==> config.mk <==
export PLATFORM = sky130hd
export DESIGN_NAME = relativistic_particle_push
export DESIGN_NICKNAME = d
export VERILOG_FILES = /design/src/rtl/core/rpp_pkg.sv /design/src/rtl/core/relativistic_particle_push.sv
export SDC_FILE = /design/constraint.sdc
export NUM_CORES = 2
export LEC_CHECK = 0
export ABC_AREA = 1
export BUFFER_PORTS_ARGS = -buffer_cell sky130_fd_sc_hd__buf_2
export CAP_MARGIN = 10
export CORE_AREA = 2 2 598 481
export DETAILED_ROUTE_END_ITERATION = 8
export DIE_AREA = 0 0 600 483
export MAX_ROUTING_LAYER = met4
export SETUP_SLACK_MARGIN = 0.15
export SLEW_MARGIN = 20
export SYNTH_ARGS = -nofsm -noshare
export SYNTH_HDL_FRONTEND = slang
export SYNTH_SLANG_ARGS = --single-unit
==> constraint.sdc <==
create_clock -name clk -period 29.1 [get_ports clk]
set_input_delay 1.455 -clock clk [delete_from_list [all_inputs] [get_ports clk]]
set_output_delay 1.455 -clock clk [all_outputs]
set_load 0.005 [all_outputs]
==> src/rtl/core/rpp_pkg.sv <==
package rpp_pkg;

	localparam int unsigned COORD_WIDTH_DEF = 32;
	localparam logic [31:0] STEP_LENGTH_RST = 32'h0001_0000;

	typedef enum logic [2:0] {
		FN_TICK    = 3'd0,
		FN_ABSORB  = 3'd1,
		FN_SCATTER = 3'd2,
		FN_FISSION = 3'd3,
		FN_LOADPOS = 3'd4,
		FN_LOADMOM = 3'd5,
		FN_MOVETO  = 3'd6,
		FN_NOP     = 3'd7
	} func_t;

	localparam logic REG_REST_MASS   = 1'b0;
	localparam logic REG_STEP_LENGTH = 1'b1;

	function automatic logic [31:0] mag32(input logic [31:0] v);
		mag32 = v[31] ? (32'd0 - v) : v;
	endfunction

endpackage

==> src/rtl/core/relativistic_particle_push.sv <==
// Channel | Direction | Handshake          | Payload
// in      | input     | in_valid/in_stall  | func, value_x, value_y, value_z
// out     | output    | out_valid/out_stall| pos_*, mom_*, energy, alive
// cfg     | input     | cfg_we             | cfg_index, cfg_data
// An item without a tick shows its result once the energy is ready: the
// energy needs four serial multiplies and a 32-step square root.
// A tick with nonzero energy adds three passes, each a 64-step restoring
// division, and then computes the energy again before its result.
// Reset (arst_n low) clears the state, sets alive to one and
// step_length to 32'h0001_0000.
// The output register holds a result under stall; no new item is taken
// until it is delivered.
module relativistic_particle_push #(
	parameter int unsigned COORD_WIDTH = rpp_pkg::COORD_WIDTH_DEF
) (
	input  logic               clk,
	input  logic               arst_n,
	input  logic               in_valid,
	output logic               in_stall,
	input  logic [2:0]         func,
	input  logic signed [31:0] value_x,
	input  logic signed [31:0] value_y,
	input  logic signed [31:0] value_z,
	output logic               out_valid,
	input  logic               out_stall,
	output logic signed [31:0] pos_x,
	output logic signed [31:0] pos_y,
	output logic signed [31:0] pos_z,
	output logic signed [31:0] mom_x,
	output logic signed [31:0] mom_y,
	output logic signed [31:0] mom_z,
	output logic [31:0]        energy,
	output logic               alive,
	input  logic               cfg_we,
	input  logic               cfg_index,
	input  logic [31:0]        cfg_data
);
	import rpp_pkg::*;

	localparam int unsigned CW = COORD_WIDTH;
	localparam logic signed [CW:0] PMAX = {2'b00, {(CW-1){1'b1}}};
	localparam logic signed [CW:0] PMIN = {2'b11, {(CW-1){1'b0}}};
	// The position update is wide enough for any step and any position.
	localparam int unsigned SW = ((CW > 32) ? CW : 32) + 2;
	localparam logic signed [SW-1:0] PMAX_W = SW'(PMAX);
	localparam logic signed [SW-1:0] PMIN_W = SW'(PMIN);

	typedef enum logic [8:0] {
		ST_IDLE   = 9'b000000001,
		ST_APPLY  = 9'b000000010,
		ST_SQ     = 9'b000000100,
		ST_SQRT   = 9'b000001000,
		ST_DIVSET = 9'b000010000,
		ST_DIV    = 9'b000100000,
		ST_UPD    = 9'b001000000,
		ST_OUT    = 9'b010000000,
		ST_WAIT   = 9'b100000000
	} state_t;

	state_t state_q;
	logic [31:0] mass_q, step_q;
	logic signed [CW-1:0] pos_q [3];
	logic [31:0] mom_q [3];
	logic alive_q;
	logic [2:0] func_q;
	logic [31:0] val_q [3];
	logic tick_q;
	logic [1:0] idx_q;
	logic [6:0] cnt_q;
	logic [64:0] sum_q;
	logic [63:0] rad_q, rem_q, root_q;
	logic [63:0] num_q, quo_q, drem_q;
	logic [31:0] e_q;
	logic [63:0] prod_q;

	// Shared multiplier operands.
	logic [31:0] ma, mb;
	always_comb begin
		ma = mass_q;
		mb = mass_q;
		if (state_q == ST_DIVSET) begin
			ma = mag32(mom_q[idx_q]);
			mb = step_q;
		end else if (idx_q != 2'd3) begin
			ma = mag32(mom_q[idx_q]);
			mb = ma;
		end
	end

	logic [65:0] sqt;
	logic [64:0] dtry;
	logic [63:0] rsh;
	logic [64:0] sacc;
	always_comb begin
		rsh  = {rem_q[61:0], rad_q[63:62]};
		sqt  = {2'b0, rsh} - {2'b0, root_q[61:0], 2'b01};
		dtry = {drem_q, num_q[63]} - {33'd0, e_q};
		sacc = sum_q + {1'b0, prod_q};
	end

	logic signed [SW-1:0] nsum;
	logic signed [SW-1:0] dsat;
	always_comb begin
		dsat = signed'({1'b0, quo_q[SW-2:0]});
		if (mom_q[idx_q][31]) dsat = -dsat;
		nsum = SW'(pos_q[idx_q]) + dsat;
	end

	function automatic logic signed [CW-1:0] satv(input logic [31:0] v);
		logic signed [63:0] w;
		w = 64'(signed'(v));
		if (w > 64'(PMAX)) satv = PMAX[CW-1:0];
		else if (w < 64'(PMIN)) satv = PMIN[CW-1:0];
		else satv = w[CW-1:0];
	endfunction

	function automatic logic [31:0] out32(input logic signed [CW-1:0] v);
		logic signed [63:0] w;
		w = 64'(v);
		if (w > 64'sh7FFF_FFFF) out32 = 32'h7FFF_FFFF;
		else if (w < -64'sh8000_0000) out32 = 32'h8000_0000;
		else out32 = w[31:0];
	endfunction

	always_ff @(posedge clk or negedge arst_n) begin
		if (!arst_n) begin
			state_q <= ST_IDLE;
			mass_q  <= '0;
			step_q  <= STEP_LENGTH_RST;
			alive_q <= 1'b1;
			for (int i = 0; i < 3; i++) begin
				pos_q[i] <= '0;
				mom_q[i] <= '0;
			end
			out_valid <= 1'b0;
		end else begin
			if (cfg_we) begin
				if (cfg_index == REG_REST_MASS) mass_q <= cfg_data;
				else step_q <= cfg_data;
			end
			case (state_q)
				ST_IDLE: begin
					if (in_valid) begin
						func_q <= func;
						val_q[0] <= value_x;
						val_q[1] <= value_y;
						val_q[2] <= value_z;
						state_q <= ST_APPLY;
					end
				end
				ST_APPLY: begin
					tick_q <= (func_t'(func_q) == FN_TICK);
					case (func_t'(func_q))
						FN_TICK: ;
						FN_ABSORB, FN_FISSION: alive_q <= 1'b0;
						FN_SCATTER: begin
							mom_q[0] <= 32'(signed'(mom_q[0]) / 2);
							mom_q[1] <= 32'(signed'(mom_q[1]) / 2);
						end
						FN_LOADPOS, FN_MOVETO:
							for (int i = 0; i < 3; i++) pos_q[i] <= satv(val_q[i]);
						FN_LOADMOM:
							for (int i = 0; i < 3; i++) mom_q[i] <= val_q[i];
						default: ;
					endcase
					idx_q <= 2'd3;
					cnt_q <= '0;
					sum_q <= '0;
					state_q <= ST_SQ;
				end
				ST_SQ: begin
					// Step 0 multiplies, step 1 accumulates with saturation.
					if (!cnt_q[0]) begin
						prod_q <= ma * mb;
						cnt_q  <= cnt_q + 7'd1;
					end else begin
						sum_q <= (sacc > {1'b0, {64{1'b1}}}) ? {1'b0, {64{1'b1}}} : sacc;
						idx_q <= idx_q + 2'd1;
						if (idx_q == 2'd2) begin
							rad_q  <= (sacc > {1'b0, {64{1'b1}}}) ? {64{1'b1}} : sacc[63:0];
							rem_q  <= '0;
							root_q <= '0;
							cnt_q  <= '0;
							state_q <= ST_SQRT;
						end else begin
							cnt_q <= cnt_q + 7'd1;
						end
					end
				end
				ST_SQRT: begin
					rad_q <= {rad_q[61:0], 2'b00};
					if (!sqt[65]) begin
						rem_q  <= sqt[63:0];
						root_q <= {root_q[62:0], 1'b1};
					end else begin
						rem_q  <= rsh;
						root_q <= {root_q[62:0], 1'b0};
					end
					if (cnt_q == 7'd31) begin
						cnt_q <= '0;
						idx_q <= '0;
						state_q <= ST_OUT;
					end else begin
						cnt_q <= cnt_q + 7'd1;
					end
				end
				ST_OUT: begin
					e_q <= root_q[32] ? 32'hFFFF_FFFF : root_q[31:0];
					if (tick_q && root_q != 64'd0) begin
						tick_q <= 1'b0;
						state_q <= ST_DIVSET;
					end else begin
						state_q <= ST_WAIT;
						out_valid <= 1'b1;
						pos_x <= out32(pos_q[0]);
						pos_y <= out32(pos_q[1]);
						pos_z <= out32(pos_q[2]);
						mom_x <= mom_q[0];
						mom_y <= mom_q[1];
						mom_z <= mom_q[2];
						energy <= root_q[32] ? 32'hFFFF_FFFF : root_q[31:0];
						alive <= alive_q;
					end
				end
				ST_DIVSET: begin
					num_q  <= ma * mb;
					drem_q <= '0;
					cnt_q  <= '0;
					state_q <= ST_DIV;
				end
				ST_DIV: begin
					num_q <= {num_q[62:0], 1'b0};
					if (!dtry[64]) begin
						drem_q <= dtry[63:0];
						quo_q  <= {quo_q[62:0], 1'b1};
					end else begin
						drem_q <= {drem_q[62:0], num_q[63]};
						quo_q  <= {quo_q[62:0], 1'b0};
					end
					cnt_q <= cnt_q + 7'd1;
					if (cnt_q == 7'd63) state_q <= ST_UPD;
				end
				ST_UPD: begin
					if (nsum > PMAX_W) pos_q[idx_q] <= PMAX[CW-1:0];
					else if (nsum < PMIN_W) pos_q[idx_q] <= PMIN[CW-1:0];
					else pos_q[idx_q] <= nsum[CW-1:0];
					if (idx_q == 2'd2) begin
						idx_q <= 2'd3;
						cnt_q <= '0;
						sum_q <= '0;
						state_q <= ST_SQ;
					end else begin
						idx_q <= idx_q + 2'd1;
						state_q <= ST_DIVSET;
					end
				end
				ST_WAIT: begin
					if (!out_stall) begin
						out_valid <= 1'b0;
						state_q <= ST_IDLE;
					end
				end
				default: state_q <= ST_IDLE;
			endcase
		end
	end

	assign in_stall = (state_q != ST_IDLE);

	a_busy: assert property (@(posedge clk) disable iff (!arst_n)
		out_valid |-> in_stall) else $error("input open while result pending");
	a_hold: assert property (@(posedge clk) disable iff (!arst_n)
		out_valid && out_stall |=> out_valid) else $error("result dropped");
	a_wait: assert property (@(posedge clk) disable iff (!arst_n)
		out_valid == (state_q == ST_WAIT)) else $error("valid out of step");
	a_idx: assert property (@(posedge clk) disable iff (!arst_n)
		(state_q == ST_DIV) |-> (idx_q != 2'd3)) else $error("bad axis");

endmodule

==> metrics.md <==
| Metric | Value |
|---|---|
| Commonest non-fill, non-tap cell in the layout | `nand2_1` |
| Worst hold stages | `0` |
| Final Setup Violations | `0` |
| Number of synthesized flops with an enable pin | `roughly 850` |
| # rows | `175` |
| Final Cycle Share | `about two fifths` |
| Area contributors post-synth | `edfxtp_1, fa_1, nand2_1` |
| CP Max Fanout | `73` |
| FF/Latch Area | `0.0321 mm^2` |
| Core ar. | `0.284 mm^2` |
| First-pass iteration count of the detailed router | `6` |
| Outcome | `completed` |
| DIE AREA | `0.290 mm^2` |
| Gr usage total | `26.9%` |
| Starting density of the core | `between 30% and 40%` |
| Worst slew pin tran | `1290 ps` |
| CTS tree | `built` |
| Syn Nets | `13.9k` |
| CP top delay family | `adder cells` |
| Root Buffer | `clkbuf_16` |
| Max Freq | `87.1 MHz` |
| Via count | `approximately 85k` |
| Multi-input logic area | `0.0574 mm^2` |
| Synth Flop Type | `edfxtp_1` |
| CTS buffer count | `140` |
| Die X | `600 um` |
| Net count, final | `between 10k and 15k` |
| Critical path launch point type | `flop` |
| Vias per inst | `slightly above 5` |
| Most frequent cells in the layout | `nand2_1, inv_1, nor2_1` |
| Post-synthesis sequential area ratio | `about a third` |
| # H-tree levels | `4` |
| Async SR Flop Fraction | `24.0%` |
| Buffers on Ports | `363` |
| Critical path arrival | `between 10000 and 15000 ps` |
| Global-route wire length before repair | `around 560000 um` |
| Synth unique cells | `between 60 and 70` |
| Skew final | `66.4 ps` |
| # hold bufs at CTS | `0` |
| Setup Fix Bufs, Post-CTS | `0` |
| Clock Path Buffers | `4` |
| WL final | `384000 um` |
| Synthesized area | `roughly 0.099 mm^2` |
| DRC | `0` |
| Initial antenna violation count | `30` |
| CP Capture Type | `flop` |
| Final hold vios | `0` |
| Per-cell routed wire length | `23.4 um` |
| Number of global-route vias before repair | `about 80k` |
| Final RePlAce weighted congestion | `1.06` |
| Final HPWL DP | `302000 um` |
| Kind of critical path | `flop to flop` |
| Max-cap violations | `0` |
| Layout area overhead | `9.97%` |
| Die Span Y | `about 480 um` |
| Fill cell count | `29.4k` |
| Worst path depth | `35` |
| Yosys reg bits | `1113` |
| Largest net degree at the start of global routing | `143` |
| Top Ports | `between 300 and 400` |
| RSZ-0062 raised after global routing | `false` |
| Crit-path max cell delay | `690 ps` |
| Gate Count Post-Synth | `approximately 12k` |
| Share of the synthesized area in the top cell type | `25.6%` |
| Gates resized, CTS repair | `0` |
| Critical path buffers and inverters | `10` |
| Clk sinks | `1113` |
| Grt total ovfl | `0` |
| R2R depth | `35` |
| Layout cell share with drive strength beyond 1 | `7.19%` |
| Setup TNS | `0 ps` |
| Ys Warns | `0` |
| Avg Cell Area, Syn | `7.99 um^2` |
| Slew headroom | `13.3%` |
| Count of final max-slew check failures | `0` |
| Reg clk slew, reported paths | `about 60 ps` |
| Worst skew pair latency | `830 ps` |
| Fin crit period | `between 10000 and 15000 ps` |
| Synth area leader | `edfxtp_1` |
| Worst min path class | `flop to flop` |
| Slowest CP cell | `fa_1` |
| Final ANT Viol Nets | `0` |
| Critical Path RT | `29640 ps` |
| 1st-iter DRT viols | `9627` |
[layer usage]
metal / GRT usage (%) / part of all wire [%] / up-vias
met5: - / 0 / -
met3: 6.88 / 10 / 641
met4: 10.7 / 4.5 / 0
met1: 37.2 / 44 / 40989
met2: 37.4 / 42 / 3890
li1: - / - / 39119
[worst register-to-register path, delay by kind of cell, from the launching register on]
family | cells | cell delay [ps]
simple gates | 12 | 2160
buf+inv | 10 | 2860
compound gates | 4 | 1210
flops | 1 | 320
fa+ha+maj | 9 | 4650
[flip-flops by register name, indices dropped and copies added, names as in the netlist, 33 cells and up, named ones only]
name,cells
drem_q,64
mom_q,96
num_q,64
pos_q,96
prod_q,64
quo_q,33
rad_q,64
rem_q,62
root_q,64
sum_q,65
val_q,96
[path summary, 6_finish.rpt]
| kind | endpoint | from | slack [ps] |
|---|---|---|---|
| max | num_q[44] | idx_q[1] | 17620 |
| min | mom_z[5] | mom_q[5] | 440 |
| max reg2reg | num_q[44] | idx_q[1] | 17620 |
| min reg2reg | mom_z[5] | mom_q[5] | 440 |
| max in group asynchronous | step_q[24] | arst_n | 26170 |
| min in group asynchronous | mom_q[28] | arst_n | 640 |
[synthesized netlist by cell type (45+ instances only)]
master    instances
clkbuf_1        283
nand3b_1         61
xor2_1          147
fa_1            899
o21bai_1         48
a21oi_1         521
buf_2           183
ha_1            466
o22ai_1          45
edfxtp_1        846
nor2_1         1777
nor4_1           49
dfrtp_1         264
o21ai_0         649
nand4_1          89
inv_1          1896
xnor2_1         114
inv_2            47
nand2_1        3115
nor3_1          104
nand3_1         376
[stage by stage]
step	utilization (%)	cell area [um^2]	instances	hold slack, ps	setup slack [ps]
3_5_place_dp	36.8	104000	16156	430	17890
5_1_grt	38.4	109000	16425	443	17140
2_1_floorplan	-	99100	12401	425	13130
4_1_cts	38.4	109000	16396	443	17780
6_report	38.4	109000	16429	443	17620
3_3_place_gp	36.8	104000	16156	427	17830
[layout make-up]
cell class,instances,share of cell area (%)
well taps,3805,4.37
clock inverters,69,0.690
multi-input cells,8801,52.7
flip-flops and latches,1113,29.4
repair buffers,488,2.57
clock buffers,171,3.47
diodes,31,0.0712
inverters,1951,6.73
[logic make-up after synthesis]
| kind of cell | after synthesis | share of synthesized area [%] |
|---|---|---|
| compound gates | 1497 | 8.29 |
| simple gates | 5675 | 23.0 |
| buf+inv | 2487 | 9.93 |
| fa+ha+maj | 1365 | 24.0 |
| other cells | 1 | 0.00378 |
| flops | 1113 | 32.4 |
| xor+xnor | 261 | 2.31 |
| mux | 2 | 0.0227 |
Power is left out: the tool's default activity adds up to more than one toggle a clock period on the data nets, which glitch-free logic cannot reach.
